===== src/sv/sfr_pkg.sv =====
package sfr_pkg;

   localparam int unsigned MAX_RAW_DEFAULT     = 64;
   localparam int unsigned MAX_PAYLOAD_DEFAULT = 60;

   localparam logic [7:0] HEAD_BYTE = 8'h21;

   typedef enum logic [1:0] {
      PH_HUNT1 = 2'd0,
      PH_HUNT2 = 2'd1,
      PH_BODY  = 2'd2
   } phase_type;

   typedef enum logic [1:0] {
      S_RX    = 2'd0,
      S_FETCH = 2'd1,
      S_SEND  = 2'd2
   } state_type;

   typedef struct packed {
      logic take;
      logic clr_idx;
      logic rd_en;
      logic inc_idx;
   } cmd_type;

   typedef struct packed {
      logic frame_ok;
      logic empty;
      logic last;
   } status_type;

endpackage


===== src/sv/sfr_ram.sv =====
module sfr_ram #(
   parameter int unsigned WIDTH = 8,
   parameter int unsigned DEPTH = 60
) (
   input  logic                     clock,
   input  logic                     wr_en,
   input  logic [$clog2(DEPTH)-1:0] wr_addr,
   input  logic [WIDTH-1:0]         wr_data,
   input  logic                     rd_en,
   input  logic [$clog2(DEPTH)-1:0] rd_addr,
   output logic [WIDTH-1:0]         rd_data
);

   logic [WIDTH-1:0] mem_ff [DEPTH];
   logic [WIDTH-1:0] rd_data_ff;

   always_ff @(posedge clock) begin
      if (wr_en) begin
         mem_ff[wr_addr] <= wr_data;
      end
      if (rd_en) begin
         rd_data_ff <= mem_ff[rd_addr];
      end
   end

   assign rd_data = rd_data_ff;

endmodule


===== src/sv/sfr_datapath.sv =====
module sfr_datapath #(
   parameter int unsigned MAX_RAW     = sfr_pkg::MAX_RAW_DEFAULT,
   parameter int unsigned MAX_PAYLOAD = sfr_pkg::MAX_PAYLOAD_DEFAULT
) (
   input  logic               clock,
   input  logic               reset,
   input  sfr_pkg::cmd_type    cmd,
   output sfr_pkg::status_type status,
   input  logic [7:0]         rx_byte,
   output logic [7:0]         data_byte,
   output logic [5:0]         payload_len,
   output logic               is_last
);

   localparam int unsigned RAW_W = $clog2(MAX_RAW + 1);
   localparam int unsigned DEC_W = $clog2(MAX_PAYLOAD + 2);
   localparam int unsigned AW    = $clog2(MAX_PAYLOAD);

   sfr_pkg::phase_type phase_ff, phase_in;
   logic [RAW_W-1:0]   raw_ff, raw_in;
   logic               esc_ff, esc_in;
   logic               skip_ff, skip_in;
   logic [DEC_W-1:0]   dec_ff, dec_in;
   logic [7:0]         expected_ff, expected_in;
   logic [7:0]         len_ff, len_in;
   logic [7:0]         sum_ff, sum_in;
   logic [AW-1:0]      idx_ff, idx_in;

   logic               done;
   logic               wr_en;
   logic               frame_ok;
   logic               len_zero;
   logic [DEC_W-1:0]   wr_pos;
   logic [DEC_W-1:0]   dec_m1;
   logic [RAW_W-1:0]   raw_inc;
   logic [7:0]         ram_q;

   assign wr_pos  = dec_ff - DEC_W'(2);
   assign dec_m1  = dec_ff - DEC_W'(1);
   assign raw_inc = raw_ff + RAW_W'(1);

   always_comb begin
      phase_in    = phase_ff;
      raw_in      = raw_ff;
      esc_in      = esc_ff;
      skip_in     = skip_ff;
      dec_in      = dec_ff;
      expected_in = expected_ff;
      len_in      = len_ff;
      sum_in      = sum_ff;
      done        = 1'b0;
      wr_en       = 1'b0;
      frame_ok    = 1'b0;

      if (skip_ff) begin
         skip_in = 1'b0;
      end else if (phase_ff != sfr_pkg::PH_BODY) begin
         if (phase_ff == sfr_pkg::PH_HUNT2 && rx_byte == sfr_pkg::HEAD_BYTE) begin
            phase_in = sfr_pkg::PH_BODY;
            raw_in   = RAW_W'(2);
            esc_in   = 1'b0;
            dec_in   = '0;
         end else if (phase_ff == sfr_pkg::PH_HUNT1 && rx_byte == sfr_pkg::HEAD_BYTE) begin
            phase_in = sfr_pkg::PH_HUNT2;
         end else begin
            phase_in = sfr_pkg::PH_HUNT1;
         end
      end else begin
         raw_in = raw_inc;
         if (esc_ff) begin
            esc_in = 1'b0;
         end else begin
            esc_in = (rx_byte == sfr_pkg::HEAD_BYTE);
            dec_in = dec_ff + DEC_W'(1);
            if (dec_ff == '0) begin
               expected_in = rx_byte;
            end else if (dec_ff == DEC_W'(1)) begin
               len_in = rx_byte;
               sum_in = rx_byte;
               if (rx_byte == 8'd0) begin
                  done = 1'b1;
               end
            end else begin
               wr_en  = 1'b1;
               sum_in = sum_ff + rx_byte;
               // i + 1 >= length, with i = decoded count - 2
               if (9'(dec_m1) >= {1'b0, len_ff}) begin
                  done = 1'b1;
               end
            end
         end

         if (!esc_ff && dec_ff == DEC_W'(1) && rx_byte > 8'(MAX_PAYLOAD)) begin
            phase_in = sfr_pkg::PH_HUNT1;
            raw_in   = '0;
            esc_in   = 1'b0;
            dec_in   = '0;
         end else if (done) begin
            skip_in  = esc_in;
            phase_in = sfr_pkg::PH_HUNT1;
            raw_in   = '0;
            esc_in   = 1'b0;
            dec_in   = '0;
            frame_ok = (sum_in == expected_ff);
         end else if (raw_inc >= RAW_W'(MAX_RAW)) begin
            phase_in = sfr_pkg::PH_HUNT1;
            raw_in   = '0;
            esc_in   = 1'b0;
            dec_in   = '0;
         end
      end
   end

   always_comb begin
      idx_in = idx_ff;
      if (cmd.clr_idx) begin
         idx_in = '0;
      end else if (cmd.inc_idx) begin
         idx_in = idx_ff + AW'(1);
      end
   end

   always_ff @(posedge clock) begin
      if (reset) begin
         phase_ff    <= sfr_pkg::PH_HUNT1;
         raw_ff      <= '0;
         esc_ff      <= 1'b0;
         skip_ff     <= 1'b0;
         dec_ff      <= '0;
         expected_ff <= '0;
         len_ff      <= '0;
         sum_ff      <= '0;
         idx_ff      <= '0;
      end else begin
         if (cmd.take) begin
            phase_ff    <= phase_in;
            raw_ff      <= raw_in;
            esc_ff      <= esc_in;
            skip_ff     <= skip_in;
            dec_ff      <= dec_in;
            expected_ff <= expected_in;
            len_ff      <= len_in;
            sum_ff      <= sum_in;
         end
         idx_ff <= idx_in;
      end
   end

   sfr_ram #(
      .WIDTH (8),
      .DEPTH (MAX_PAYLOAD)
   ) u_ram (
      .clock   (clock),
      .wr_en   (cmd.take & wr_en),
      .wr_addr (wr_pos[AW-1:0]),
      .wr_data (rx_byte),
      .rd_en   (cmd.rd_en),
      .rd_addr (idx_ff),
      .rd_data (ram_q)
   );

   assign len_zero = (len_ff == 8'd0);

   // empty follows the incoming length byte, so a closing empty frame skips the read
   assign status = '{frame_ok: frame_ok,
                     empty:    (len_in == 8'd0),
                     last:     ((9'(idx_ff) + 9'd1) == {1'b0, len_ff})};

   assign data_byte   = len_zero ? 8'd0 : ram_q;
   assign payload_len = len_ff[5:0];
   assign is_last     = len_zero | status.last;

endmodule


===== src/sv/sfr_ctrl.sv =====
module sfr_ctrl (
   input  logic               clock,
   input  logic               reset,
   input  logic               req_valid,
   output logic               req_ready,
   output logic               rsp_valid,
   input  logic               rsp_ready,
   input  sfr_pkg::status_type status,
   output sfr_pkg::cmd_type    cmd
);

   sfr_pkg::state_type state_ff, state_in;

   always_comb begin
      state_in = state_ff;
      case (state_ff)
         sfr_pkg::S_RX: begin
            if (req_valid && status.frame_ok) begin
               state_in = status.empty ? sfr_pkg::S_SEND : sfr_pkg::S_FETCH;
            end
         end
         sfr_pkg::S_FETCH: begin
            state_in = sfr_pkg::S_SEND;
         end
         sfr_pkg::S_SEND: begin
            if (rsp_ready) begin
               state_in = (status.empty || status.last) ? sfr_pkg::S_RX : sfr_pkg::S_FETCH;
            end
         end
         default: begin
            state_in = sfr_pkg::S_RX;
         end
      endcase
   end

   always_comb begin
      req_ready   = 1'b0;
      rsp_valid   = 1'b0;
      cmd         = '0;
      case (state_ff)
         sfr_pkg::S_RX: begin
            req_ready   = 1'b1;
            cmd.take    = req_valid;
            cmd.clr_idx = 1'b1;
         end
         sfr_pkg::S_FETCH: begin
            cmd.rd_en = 1'b1;
         end
         sfr_pkg::S_SEND: begin
            rsp_valid   = 1'b1;
            cmd.inc_idx = rsp_ready & ~status.last & ~status.empty;
         end
         default: begin
            cmd = '0;
         end
      endcase
   end

   always_ff @(posedge clock) begin
      if (reset) begin
         state_ff <= sfr_pkg::S_RX;
      end else begin
         state_ff <= state_in;
      end
   end

endmodule


===== src/sv/stuffed_frame_receiver.sv =====
// Takes one raw byte per cycle while hunting or parsing a frame.
// A verified frame stalls the input while its payload is read back from the
// buffer RAM: each payload byte passes a FETCH state (registered RAM read),
// then a SEND state that offers the beat and holds until rsp_ready; an empty
// frame goes straight from the closing byte to a single SEND beat.
// Synchronous active-high reset returns to hunting with no frame pending.
module stuffed_frame_receiver #(
   parameter int unsigned MAX_RAW     = sfr_pkg::MAX_RAW_DEFAULT,
   parameter int unsigned MAX_PAYLOAD = sfr_pkg::MAX_PAYLOAD_DEFAULT
) (
   input  logic       clock,
   input  logic       reset,
   input  logic       req_valid,
   output logic       req_ready,
   input  logic [7:0] req_rx_byte,
   output logic       rsp_valid,
   input  logic       rsp_ready,
   output logic [7:0] rsp_data_byte,
   output logic [5:0] rsp_payload_len,
   output logic       rsp_is_last
);

   sfr_pkg::cmd_type    cmd;
   sfr_pkg::status_type status;

   sfr_ctrl u_ctrl (
      .clock     (clock),
      .reset     (reset),
      .req_valid (req_valid),
      .req_ready (req_ready),
      .rsp_valid (rsp_valid),
      .rsp_ready (rsp_ready),
      .status    (status),
      .cmd       (cmd)
   );

   sfr_datapath #(
      .MAX_RAW     (MAX_RAW),
      .MAX_PAYLOAD (MAX_PAYLOAD)
   ) u_datapath (
      .clock       (clock),
      .reset       (reset),
      .cmd         (cmd),
      .status      (status),
      .rx_byte     (req_rx_byte),
      .data_byte   (rsp_data_byte),
      .payload_len (rsp_payload_len),
      .is_last     (rsp_is_last)
   );

endmodule


===== config.mk =====
export PLATFORM = sky130hd
export DESIGN_NAME = stuffed_frame_receiver
export DESIGN_NICKNAME = d
export VERILOG_FILES = /design/src/sv/sfr_pkg.sv /design/src/sv/sfr_ram.sv /design/src/sv/sfr_datapath.sv /design/src/sv/sfr_ctrl.sv /design/src/sv/stuffed_frame_receiver.sv
export SDC_FILE = /design/constraint.sdc
export NUM_CORES = 1
export LEC_CHECK = 0
export ABC_AREA = 0
export BUFFER_PORTS_ARGS = -buffer_cell sky130_fd_sc_hd__buf_2
export CAP_MARGIN = 20
export CORE_MARGIN = 2
export CORE_UTILIZATION = 30
export CTS_BUF_LIST = sky130_fd_sc_hd__clkbuf_8
export DETAILED_ROUTE_END_ITERATION = 8
export HOLD_SLACK_MARGIN = 0.06
export MAX_ROUTING_LAYER = met4
export PLACE_DENSITY_LB_ADDON = 0.05
export SYNTH_ARGS = -nofsm -noshare
export SYNTH_HDL_FRONTEND = slang
export SYNTH_SLANG_ARGS = --single-unit

===== constraint.sdc =====
create_clock -name clock -period 5.9 [get_ports clock]
set_input_delay 0.59 -clock clock [delete_from_list [all_inputs] [get_ports clock]]
set_output_delay 0.59 -clock clock [all_outputs]
set_load 0.05 [all_outputs]

==> reports/qor.yml, run 1 <==
postSynthAreaPerCell_sq_um: 17.98
whs_ps: 296.3
syn_to_final_growth_pct: 14.40
antenna_left: 0
fin_skew_ps: 25.30
crit_type: "reg -> out"
hp-start: "rsp_ready"
worstReg2RegStart: "u_datapath.dec_ff[1]"
fin_cells: 2356
ys_types: 69
root_buffer: "clkbuf_8"
initial_core_util_pct: 30.31
grt_use_total_pct: 17.00
worst_skew_pair.late_latency_ps: 670
hold_depth: 5
port_buffers: 28
r2r-end: "u_datapath.u_ram.mem_ff[4][4]"
ys_seq_elements: 537
synth_top_area_cell: "edfxtp_1"
final-hold-violation-count: 0
synthTopCellsByCount: "edfxtp_1, mux4_2, nor2_1"
slew_viol_final: 0
synth.cell_area_sq_mm: 0.02211
grt_pass1_wl_microns: 88950
synthFlopType: "edfxtp_1"
final_layout_size_suffix_gt1_share_pct: 24.64
fin_area_sq_mm: 0.02530
syn-num-nets: 1262
crit_chain: "ha_1 -> nand3_1 -> or3_1 -> a221o_1 -> a2111o_1 -> nand2_1 -> buf_2"
reg2reg_slack_ps: 2120
dp_cells: 2177
drt-vias-per-instance: 4.900
drt-pass1-iter-count: 5
synth.most_common_cell: "edfxtp_1"
synthArstFlopShare_pct: 0
cts_tree: "done"
pwr-share-comb_pct: 1.3
yosys_warnings: 0
power_frac_clock_pct: 45.0
arrival_ps: 3450
crit_path_end_kind: "output port"
clkSinkCount: 537
clk_pin_slew_ps: 60
antenna_found_initial: 4
grt_pass1_vias: 12280
crit_fanout: 37
place_area_sq_mm: 0.02338
synthTopCellsByArea: "edfxtp_1, mux4_2, dfxtp_1"
crit_path_start_kind: "flop"
power_leakage_nw: 7.906
routed_wirelength_microns: 60990
seq_area_frac_synth_pct: 70.70
die_area_sq_mm: 0.07590
place_hpwl_microns: 38010
drt_iter0_drc: 808
min_period_ps: 4044
path_buf_inv: 1
cts_setup_buffers: 0
numCtsBuffers: 96
tightestPinTransition_ps: 1002
wl_per_cell_microns: 25.89
overflow: 0
cp.required_ps: 5310
gp_congestion: 0.7567
cts_max_level: 3
io_pins: 29
switching_share_pct: 21.49
holdPathEnd: "u_ctrl.state_ff[0]"
syn_inst: 1230
drcViolationCount: 0
rows: 99
final_nets: 1349
worstRegToRegCells: 8
max_cap_viol_count: 0
core_region_area_sq_mm: 0.07296
ir_drop_mv: 0.1348
setup_tns_ps: 0
max_freq_mhz: 247.3
power_frac_seq_pct: 53.7
power.switching_w: 0.001660
max_stage_delay_ps: 760
finalSetupViolations: 0
min_path_type: "in -> reg"
cts_buffer_depth: 3
vias: 11540
p_int_w: 0.006063
ctsResizeCount: 0
finalCritPeriodShare_pct: 68.54
cp_top_family: "flip-flops"
slew_headroom_pct: 32.97
die_w_microns: 275.5
crit_slowest_cell: "dfxtp_4"
grt_max_degree: 68
die_h_microns: 275.5
yosysTopAreaCellShare_pct: 66.26
synth_edf_count: 488
powerDensity_mw_per_mm2: 305.3
rsz0062_at_grt: "false"
status: "finished clean"
cts_hold_buffers: 0
-- flip-flops by register name, summed over array words and instances (netlist names) --
register and flops:
u_datapath.idx_ff 6, u_datapath.raw_ff 7, u_datapath.esc_ff 1, u_datapath.dec_ff 6
u_datapath.sum_ff 8, u_datapath.skip_ff 1, u_datapath.phase_ff 2, u_ctrl.state_ff 2
u_datapath.len_ff 8, u_datapath.expected_ff 8, u_datapath.u_ram.rd_data 8, u_datapath.u_ram.mem_ff 480
-- per-stage QoR --
| stage | utilization, % | power, W | setup slack, ps |
|---|---|---|---|
| floorplan | - | 0.004240 | 2716 |
| global placement | 32.04 | 0.004327 | 1849 |
| detailed placement | 32.04 | 0.004328 | 1817 |
| CTS | 34.65 | 0.007865 | 1695 |
| global route | 34.67 | 0.008021 | 1607 |
| finish | 34.68 | 0.007723 | 1856 |
-- cell usage in the layout, fill, tap and decap left out, types with 3 or more instances in the layout --
| cell | instances |
|---|---|
| xnor2_1 | 22 |
| xor2_1 | 14 |
| o21ai_0 | 14 |
| or3_1 | 7 |
| nand4_1 | 7 |
| nand2_1 | 60 |
| a211oi_1 | 6 |
| diode_2 | 5 |
| or2_2 | 3 |
| and2_1 | 10 |
| a21oi_1 | 37 |
| buf_2 | 28 |
| inv_1 | 43 |
| mux4_2 | 152 |
| clkinv_2 | 10 |
| nor2_1 | 130 |
| buf_4 | 22 |
| ha_1 | 19 |
| and4_1 | 3 |
| nor4_1 | 3 |
| edfxtp_1 | 488 |
| nand3_1 | 33 |
| nand2b_1 | 10 |
| and3_1 | 7 |
| nor2b_1 | 7 |
| dfxtp_1 | 45 |
| nor3_1 | 4 |
| clkinv_1 | 22 |
| bufinv_16 | 7 |
| mux2i_1 | 19 |
| a21o_1 | 3 |
| clkbuf_8 | 102 |
-- routing by layer --
metal / track usage [%] / up-vias / wire length [microns]
li1: - / 5105 / -
met1: 22.76 / 6133 / 28220
met2: 26.81 / 222 / 29520
met3: 2.949 / 84 / 2302
met4: 4.452 / 0 / 952
met5: - / - / 0
-- power groups by stage --
stage	Clock [W]	Sequential [W]	Combinational (W)
global placement	0	0.00422	0.000104
finish	0.00348	0.00414	0.0000999
CTS	0.00362	0.00414	0.000105
detailed placement	0	0.00422	0.000105
floorplan	0	0.00422	0.0000150
global route	0.00377	0.00414	0.000112
-- cell families after synthesis --
| kind of cell | Yosys count | synth area share, % |
|---|---|---|
| AOI/OAI and AO/OA | 90 | 2.620 |
| xor gates and xnor gates | 36 | 1.426 |
| adders and majority gates | 20 | 1.166 |
| buffers and inverters | 80 | 1.522 |
| DFF | 537 | 70.70 |
| muxes | 172 | 16.39 |
| and+or+nand+nor | 295 | 6.178 |
-- final cells by class --
type / instances / area (sq um)
clock inverters: 71 / 495.5
diodes: 5 / 12.51
repair buffers: 52 / 336.6
clock buffers: 102 / 1404
fillers: 6917 / 47660
well taps: 959 / 1200
flip-flops and latches: 537 / 15650
inverters: 17 / 63.81
multi-input cells: 613 / 6143
-- tightest hold or removal path: cells and delay by family --
family	cells	cell delay [ps]
simple gates	3	170
buf+inv	1	110
compound gates	1	40
-- how the worst max path moves through the flow --
stage	from	end	slack, ps	cells after the start
after floorplan	u_ctrl.state_ff[1]	u_datapath.u_ram.mem_ff[52][0]	2720	7
after global placement	req_rx_byte[1]	u_ctrl.state_ff[1]	1850	11
after detailed placement	req_rx_byte[1]	u_ctrl.state_ff[1]	1820	11
after CTS	u_datapath.idx_ff[0]	rsp_is_last	1690	7
after global routing	u_datapath.idx_ff[0]	rsp_is_last	1610	7
final	u_datapath.idx_ff[1]	rsp_is_last	1860	7
Power figures use the tool's default switching activity.
==> run 2: changes to the inputs <==
Clock period 5.9 ns to 4.2 ns, I/O delays scaled along.
==> run 2 against run 1 <==
Wire length grew 3.6%. Worst hold slack worse by 130 ps. Register-to-register slack got worse by 1500 ps. Clock power rose by 27%. Combinational power is 49% higher. Cell count rose by 3.0%. Via count grew 2.7%. Core utilization up 0.54 points. Setup slack lost 1300 ps. Power grew 34%. Die area did not move. Sequential power grew 41%. Critical endpoint unchanged.
==> reports/qor.yml, run 2 (same netlist as run 1, synthesis figures left out) <==
gp_congestion: 0.7635  # +0.90%
finalSetupViolations: 0  # unchanged
place_hpwl_microns: 39720  # +4.5%
routed_wirelength_microns: 63160  # +3.6%
final_cell_mix: "edfxtp_1, mux4_2, nor2_1"
grt_pass1_vias: 12360  # +0.62%
pwr-share-comb_pct: 1.4  # about the same
die_h_microns: 275.5  # unchanged
final_layout_size_suffix_gt1_share_pct: 27.33  # +2.7 points
min_path_type: "in -> reg"
p_int_w: 0.008038  # +33%
drcViolationCount: 0  # unchanged
cts_max_level: 3  # unchanged
power.switching_w: 0.002338  # +41%
ir_drop_mv: 0.1916  # +42%
slew_viol_final: 0  # unchanged
power_frac_seq_pct: 56.1  # +2.4 points
crit_type: "reg -> out"
finalCritPeriodShare_pct: 85.65
die_area_sq_mm: 0.07590  # unchanged
arrival_ps: 3180  # -270 ps
crit_path_start_kind: "flop"
power_leakage_nw: 8.228  # +4.1%
max_freq_mhz: 278.0
cts_tree: "done"
regMostFlops: "u_datapath.u_ram.mem_ff"
slew_headroom_pct: 26.56  # -6.4 points
max_cap_viol_count: 0  # unchanged
rsz0062_at_grt: "false"
largest_register_ffs: 480  # unchanged
whs_ps: 162.5  # -133.8 ps
min_period_ps: 3597
setup_tns_ps: 0  # unchanged
antenna_left: 0  # unchanged
worst_skew_pair.late_latency_ps: 690  # +20 ps
rows: 99  # unchanged
ctsResizeCount: 0  # unchanged
grt_use_total_pct: 17.48  # +0.48 points
powerDensity_mw_per_mm2: 403.8  # +32%
clk_pin_slew_ps: 60  # about the same
drt_iter0_drc: 949  # +17%
status: "finished clean"
port_buffers: 28  # unchanged
crit_path_end_kind: "output port"
tightestPinTransition_ps: 1099  # +97.65 ps
vias: 11860  # +2.7%
switching_share_pct: 22.53  # +1.0 points
syn_to_final_growth_pct: 16.19
grt_pass1_wl_microns: 90800  # +2.1%
final-hold-violation-count: 0  # unchanged
final_common_cell: "edfxtp_1"
overflow: 0  # unchanged
die_w_microns: 275.5  # unchanged
wl_per_cell_microns: 26.02  # +0.53%
core_region_area_sq_mm: 0.07296  # unchanged
power_frac_clock_pct: 42.5  # -2.5 points
initial_core_util_pct: 30.31  # unchanged
io_pins: 29  # unchanged
grt_max_degree: 97  # +43%
cp.required_ps: 3780  # -1530 ps
drt-pass1-iter-count: 5  # unchanged
fin_skew_ps: 32.86  # +7.568 ps
numCtsBuffers: 96  # unchanged
final_nets: 1422  # +5.4%
cts_buffer_depth: 3  # unchanged
clkSinkCount: 537  # unchanged
root_buffer: "clkbuf_8"
drt-vias-per-instance: 4.887  # -0.27%
antenna_found_initial: 6  # +2
crit_fanout: 7  # -81%
==> run 2: worst paths after layout <==
path	from	to	slack (ps)	cells after the start
hold / removal	req_rx_byte[4]	u_datapath.u_ram.mem_ff[57][4]	160	1
hold reg to reg	u_datapath.len_ff[7]	u_datapath.len_ff[7]	480	2
setup reg to reg	u_datapath.dec_ff[1]	u_ctrl.state_ff[1]	650	9
setup / recovery	u_datapath.idx_ff[0]	rsp_is_last	600	7
==> run 2: power by group through the flow <==
| stage | clock network (W) | registers, W | logic (W) |
|---|---|---|---|
| floorplan | 0 | 0.00593 | 0.0000211 |
| global placement | 0 | 0.00593 | 0.000151 |
| detailed placement | 0 | 0.00593 | 0.000153 |
| CTS | 0.00459 | 0.00582 | 0.000154 |
| global route | 0.00480 | 0.00582 | 0.000164 |
| finish | 0.00441 | 0.00582 | 0.000149 |
==> run 2: final cells by class <==
class	count	area (sq um)
sequential	537	15650
tap	959	1200
fill	6896	47260
inverter	17	63.81
clock buffer	99	1363
clock inverter	76	342.8
antenna	1	2.502
multi-input combinational	613	6143
timing repair buffer	125	935.9
==> run 2: stage by stage <==
step                instance area [sq um]  utilization [%]  instances  setup slack (ps)  total power, W
floorplan                           22120                -       1230              1016        0.005956
global placement                    23970            32.85       2249             733.3        0.006083
detailed placement                  23970            32.85       2249             690.2        0.006085
CTS                                 25690            35.22       2426             504.5         0.01056
global route                        25700            35.22       2427             438.3         0.01079
finish                              25700            35.22       2427             602.6         0.01038
==> run 2: worst max-delay path, stage by stage, from the launching register on <==
cell and delay, ps:
dfxtp_4 480, ha_1 290, nand3_1 200, or3_1 360
a221o_1 320, a2111o_1 440, nand2_1 110, buf_2 300
==> run 2: metal layers <==
metal,vias up,global-route usage (%),part of all wire [%]
met5,-,-,0
met4,0,5.007,2.0
met3,94,2.584,3.9
met2,274,26.61,47
met1,6250,24.36,47
li1,5242,-,-
==> run 2: repair_timing <==
action	CTS	global route
hold endpoints to repair	2	0
setup buffers	0	0
endpoints found under the setup margin	0	0
hold buffers	2	0
==> run 3: changes to the inputs <==
--- a/config.mk
+++ b/config.mk
@@ -19,2 +19,3 @@
 export SYNTH_HDL_FRONTEND = slang
 export SYNTH_SLANG_ARGS = --single-unit
+export TNS_END_PERCENT = 5
==> constraint.sdc (replaced) <==
create_clock -name clock -period 4.2 [get_ports clock]
set_input_delay 0.21 -clock clock [delete_from_list [all_inputs] [get_ports clock]]
set_output_delay 0.21 -clock clock [all_outputs]
set_load 0.05 [all_outputs]
==> run 3 against run 2 <==
Clock power grew 3%. Combinational power is essentially flat. Register-to-register slack gained 190 ps. Cell count grew 0.45%. Clock-buffer cell count grew 7. Die area is the same. Final area grew 0.69%. Critical path type unchanged. Largest cell class unchanged.
==> reports/qor.yml, run 3 (same netlist as run 1, synthesis figures left out) <==
status: "finished clean"
power_w: 0.01053  # +1.5%
register_area_sq_mm: 0.01565  # unchanged
port_buffers: 28  # unchanged
switching_share_pct: 21.94  # -0.59 points
pwr-share-comb_pct: 1.4  # about the same
drt-pass1-iter-count: 5  # unchanged
die_h_microns: 275.5  # unchanged
worstReg2RegStart: "u_datapath.dec_ff[1]"
die_w_microns: 275.5  # unchanged
rsz0062_at_grt: "false"
slew_viol_final: 0  # unchanged
cp.required_ps: 3990  # +210 ps
setup_tns_ps: 0  # unchanged
grt_max_degree: 82  # -15%
io_pins: 29  # unchanged
reg2reg_slack_ps: 840  # +190 ps
min_path_type: "in -> reg"
clkSinkCount: 537  # unchanged
grt_use_total_pct: 17.41  # -0.068 points
cts_tree: "done"
antenna_found_initial: 5  # -1
fin_cells: 2438  # +0.45%
drt-vias-per-instance: 4.885  # about the same
largest_register_ffs: 480  # unchanged
r2r-end: "u_ctrl.state_ff[1]"
crit_path_end_kind: "output port"
slew_headroom_pct: 41.31  # +15 points
crit_type: "reg -> out"
multi_input_comb_area_sq_mm: 0.006143  # unchanged
finalSetupViolations: 0  # unchanged
tightestPinTransition_ps: 880.3  # -219.1 ps
whs_ps: 120.4  # -42.07 ps
crit_path_start_kind: "flop"
min_period_ps: 3601  # +3.647 ps
p_int_w: 0.008223  # +2.3%
fillers: 6874  # -0.32%
powerDensity_mw_per_mm2: 407.2  # +0.83%
worst_skew_pair.late_latency_ps: 690  # about the same
arrival_ps: 3390  # +210 ps
cts_buffer_depth: 3  # unchanged
max_freq_mhz: 277.7  # -0.10%
routed_wirelength_microns: 62580  # -0.91%
dp_cells: 2250  # +0.044%
power_frac_clock_pct: 43.3  # +0.8 points
final_cell_mix: "edfxtp_1, mux4_2, nor2_1"
root_buffer: "clkbuf_8"
cts_max_level: 3  # unchanged
place_hpwl_microns: 39480  # -0.59%
power_frac_seq_pct: 55.3  # -0.8 points
hold_depth: 4  # +3
rows: 99  # unchanged
final_layout_size_suffix_gt1_share_pct: 28.10  # +0.76 points
power.switching_w: 0.002312  # -1.1%
crit_fanout: 16  # +9
clk_pin_slew_ps: 60  # about the same
grt_pass1_wl_microns: 90630  # -0.18%
final_common_cell: "edfxtp_1"
core_region_area_sq_mm: 0.07296  # unchanged
holdPathEnd: "u_datapath.len_ff[0]"
gp_congestion: 0.8230  # +7.8%
finalCritPeriodShare_pct: 85.74  # +0.087 points
drt_iter0_drc: 1067  # +12%
final_nets: 1432  # +0.70%
drcViolationCount: 0  # unchanged
wl_per_cell_microns: 25.67  # -1.4%
antenna_left: 0  # unchanged
power_leakage_nw: 8.294  # +0.80%
final-hold-violation-count: 0  # unchanged
worstRegToRegCells: 9  # unchanged
fin_skew_ps: 42.99  # +10.13 ps
ir_drop_mv: 0.2182  # +14%
overflow: 0  # unchanged
max_cap_viol_count: 0  # unchanged
regMostFlops: "u_datapath.u_ram.mem_ff"
die_area_sq_mm: 0.07590  # unchanged
vias: 11910  # +0.41%
numCtsBuffers: 97  # +1.0%
ctsResizeCount: 0  # unchanged
hp-start: "req_rx_byte[0]"
initial_core_util_pct: 30.31  # unchanged
grt_pass1_vias: 12310  # -0.36%
syn_to_final_growth_pct: 16.99
==> run 3: worst max-delay path, stage by stage, from the launching register on <==
cell and delay (ps):
dfxtp_4 610, ha_1 300, nand3_1 190, or3_1 350
a221o_1 320, a2111o_1 430, nand2_1 190, buf_2 310
==> run 3: how the worst max path moves through the flow <==
stage                               from                             end  slack [ps]
floorplan             u_ctrl.state_ff[1]  u_datapath.u_ram.mem_ff[52][0]        1020
global placement    u_datapath.dec_ff[1]              u_ctrl.state_ff[1]         890
detailed placement  u_datapath.dec_ff[1]              u_ctrl.state_ff[1]         840
CTS                 u_datapath.idx_ff[0]                     rsp_is_last         490
global route        u_datapath.idx_ff[0]                     rsp_is_last         410
finish              u_datapath.idx_ff[0]                     rsp_is_last         600
==> run 3: final cells by class <==
type	instances	area share, %
flip-flops and latches	537	60.47
multi-input cells	613	23.75
clock buffers	106	5.639
well taps	959	4.638
repair buffers	134	3.956
clock inverters	70	1.286
inverters	17	0.2466
diodes	2	0.01934
==> run 3: stage by stage <==
stage / cell area (sq um) / worst slack, ps / util [%]
final: 25870 / 598.9 / 35.46
after detailed placement: 23980 / 838.6 / 32.86
after global placement: 23980 / 894.2 / 32.86
after global routing: 25870 / 406.1 / 35.46
after floorplan: 22120 / 1016 / -
after CTS: 25870 / 488.9 / 35.45
==> run 3: power groups by stage <==
| stage | logic, W | registers (W) | clock network [W] |
|---|---|---|---|
| after floorplan | 0.0000211 | 0.00593 | 0 |
| after global placement | 0.000152 | 0.00593 | 0 |
| after detailed placement | 0.000152 | 0.00593 | 0 |
| after CTS | 0.000158 | 0.00582 | 0.00474 |
| after global routing | 0.000168 | 0.00582 | 0.00497 |
| final | 0.000151 | 0.00582 | 0.00456 |
==> run 3: timing repair <==
action | 4_1_cts | 5_1_grt
buffers inserted | 0 | 0
hold endpoints to repair | 56 | 0
setup endpoints to repair | 0 | 0
hold buffers | 10 | 0
==> run 3: routing by layer <==
metal / track usage (%) / share of wire, % / wire length (microns) / up-vias
met4: 4.523 / 2.1 / 1326 / 0
met2: 26.78 / 47 / 29640 / 270
met5: - / 0 / 0 / -
li1: - / - / - / 5274
met3: 3.193 / 4.1 / 2546 / 98
met1: 23.81 / 46 / 29070 / 6267
